File: src/hdl/spa_ram.sv
// ----------------------------------------------------------------------------
// spa_ram
// Simple dual-port synchronous RAM with registered read data.
// ----------------------------------------------------------------------------
module spa_ram #(
  parameter int WIDTH = 8,
  parameter int DEPTH = 64
) (
  input  logic                     clk,
  input  logic                     we,
  input  logic [$clog2(DEPTH)-1:0] waddr,
  input  logic [WIDTH-1:0]         wdata,
  input  logic [$clog2(DEPTH)-1:0] raddr,
  output logic [WIDTH-1:0]         rdata
);

  logic [WIDTH-1:0] mem [DEPTH];

  always_ff @(posedge clk) begin
    if (we) begin
      mem[waddr] <= wdata;
    end
  end

  always_ff @(posedge clk) begin
    rdata <= mem[raddr];
  end

endmodule

File: config.mk
export PLATFORM = sky130hd
export DESIGN_NAME = spa_ram
export DESIGN_NICKNAME = d
export VERILOG_FILES = /design/src/hdl/spa_ram.sv
export SDC_FILE = /design/constraint.sdc
export NUM_CORES = 1
export LEC_CHECK = 0
export BUFFER_PORTS_ARGS = -buffer_cell sky130_fd_sc_hd__buf_4
export CAP_MARGIN = 20
export CORE_MARGIN = 10
export CORE_UTILIZATION = 32
export DETAILED_ROUTE_END_ITERATION = 8
export PLACE_DENSITY_LB_ADDON = 0.05
export RECOVER_POWER = 25
export SYNTH_ARGS = -nofsm -noshare
export SYNTH_HDL_FRONTEND = slang
export SYNTH_SLANG_ARGS = --single-unit
File: constraint.sdc
create_clock -name clk -period 2.3 [get_ports clk]
set_clock_uncertainty 0.1 [all_clocks]
set_input_delay 0.23 -clock clk [delete_from_list [all_inputs] [get_ports clk]]
set_output_delay 0.23 -clock clk [all_outputs]
set_load 0.1 [all_outputs]
==> impl_metrics.yaml <==
timing:
  final-hold-violation-count: 0
  post-route-min-period_ps: 2220
  fin_crit_sh_pct: 96.7
  setup_viol: 0
  rsz0062_at_grt: "false"
  tns_ps: 0
  fmax_mhz: 450
  relSlewSlack_pct: -5.14
  tightest_slew_ps: 1580
  drv_slew: 194
setup_path:
  endpoint_kind: "register"
  critPathMaxStageDelay_ps: 690
  worstPathMaxFanout: 1
  worst-setup-path-type: "register to register"
  critPathLaunchType: "register"
  crit_chain: "mux4_2 > mux2_2 > a221oi_1 > o2bb2ai_1"
  reg2reg_slack_ps: 80
  path_delay_family: "compound AO/OA/AOI/OAI gates"
  critPathSlowestCell: "a221oi_1"
  crit_required_ps: 2670
  worstPathArrival_ps: 2590
  critPathBufInv: 0
clocking:
  cts.clk_slew.worst_paths_ps: 60
  clock_latency_ps: 620
  htree_levels: 2
  cts-root-buf: "clkbuf_16"
  numCtsBuffers: 57
  ctsResizeCount: 0
  clkSinkCount: 520
  cts_tree: "yes"
  clockBufferDepth: 3
routing:
  wire_per_inst_um: 26.7
  drtIter0Drc: 703
  ant_nets: 0
  drc: 0
  vias_per_cell: 4.90
  num_vias: 9917
  dr.pass1.iters: 5
  drt_wl_total_um: 54000
synthesis:
  ys_types: 40
  yosysWarnings: 0
  dominantRegCellSynth: "edfxtp_1"
  synth-seq-cells: 520
  synth_edf_count: 512
  syn_nets: 962
  yosysTopAreaCell: "edfxtp_1"
  synth_top_area_share_pct: 76.2
  syn_area_per_cell_um2: 21.5
  synth_cells: 940
  postSynth.asyncResetShare_pct: 0
  ys_seq_area_share_pct: 77.0
  synth.area.top_cells: "edfxtp_1, mux4_2, nor2_1, mux2i_1, dfxtp_1"
  synth_area_mm2: 0.0202
global_routing:
  top_usage_layer: "met2"
  grt_max_degree: 65
  grt_overflow: 0
  grt_pass1_vias: 10600
  grtUsageMet3_pct: 2.48
  grt_use_total_pct: 14.7
  use_met2_pct: 23.0
  grt_pass1_wl_um: 78300
  antenna_found_initial: 1
  grt_use_met1_pct: 20.9
cells_and_area:
  final_common_cell: "edfxtp_1"
  final_nets: 1159
  layoutNonFillerInstCount: 2024
  syn_to_final_growth_pct: 20.1
  mostFrequentLayoutCells: "edfxtp_1, buf_4, mux4_2"
  drive_gt1_share_pct: 34.3
  finalInstanceArea_mm2: 0.0242
power:
  p_leak_nw: 7.81
  p_per_area_mw_per_mm2: 845
  ir_worst_vdd_mv: 0.525
die:
  core_mm2: 0.0621
  dieArea_mm2: 0.0735
  core.rowCount: 91
  die_h_um: 271
  start_util_pct: 32.5
  io_pins: 30
  fp.dieW_um: 271
placed_design:
  placed_cell_area_mm2: 0.0224
  gp_congestion: 0.745
  dp_hpwl_um: 34500
  place_inst: 1913
  portBuffers: 29
outcome:
  failed_checks: "max-capacitance violations, max-slew violations"
  status: "complete, but fails checks"
flow_run:
  cap_viol_max_count: 3
hold_path:
  hold_path.class: "input pin to register"
## power breakdown
part	leakage, nW	internal [mW]	total [mW]	switching, mW
clock network	0.859	4.95	8.64	3.69
logic	2.28	0.474	1.28	0.802
registers	4.67	10.5	10.5	0.0414
total	7.81	15.9	20.5	4.54
## cell families (layout without fill, tap and decap cells)
| logic type | Yosys count | after routing | synth area share (%) |
|---|---|---|---|
| DFF | 520 | 520 | 77.0 |
| muxes | 162 | 162 | 15.9 |
| and+or+nand+nor | 153 | 153 | 3.39 |
| AOI/OAI and AO/OA | 54 | 54 | 2.07 |
| buffers and inverters | 51 | 293 | 1.57 |
| other | 0 | 5 | 0 |
## what timing repair did
| item | in CTS | in global routing |
|---|---|---|
| hold buffers | 2 | 0 |
| hold endpoints to repair | 9 | 0 |
| setup buffers | 0 | 0 |
## path summary, 6_finish.rpt
path,end,cells after the start,start
max reg2reg,rdata[0],4,mem[47][0]
min,mem[51][3],3,waddr[2]
max,rdata[0],4,mem[47][0]
min reg2reg,rdata[1],4,mem[22][1]
## routing by layer
metal | vias up | share of wire [%]
met3 | 65 | 3.9
li1 | 4342 | -
met4 | 0 | 2.1
met5 | - | 0
met1 | 5322 | 47
met2 | 188 | 47
## Yosys cell counts, drive strengths merged, types with 3 or more instances
library cell / number
clkbuf: 17
a22oi: 3
mux2: 13
buf: 34
nor3: 7
nor2: 83
a21oi: 3
edfxtp: 512
nand2: 19
dfxtp: 8
nand3: 13
o221ai: 8
nand3b: 3
a221oi: 6
a211oi: 4
o2111ai: 3
o2bb2ai: 3
nand2b: 7
o21ai: 4
mux2i: 23
nor2b: 14
o22ai: 8
mux4: 126
## tightest hold or removal path, cell delays in order
cell and delay, ps:
buf_4 180, nand2b_1 140, nor2_1 80
## state kept, by name, indices dropped and copies added, names as in the netlist
signal  cells
mem       512
rdata       8
## final cells by class
type	instances	area [µm²]
Multi-Input combinational cell	369	4320
Clock inverter	29	240
Timing Repair Buffer	189	1550
Clock buffer	75	1510
Fill cell	5611	37800
Tap cell	837	1050
Sequential cell	520	15500
Antenna cell	5	12.5
## stage by stage
step	power (mW)	hold WS (ps)	utilization [%]	setup slack [ps]
floorplan	11.4	229	-	302
global placement	12.0	554	36.2	-409
detailed placement	12.0	552	36.2	-378
CTS	20.8	33.9	39.0	29.2
global route	21.2	64.4	39.0	8.10
finish	20.5	91.1	39.0	75.5
(Power assumes the default switching activity.)
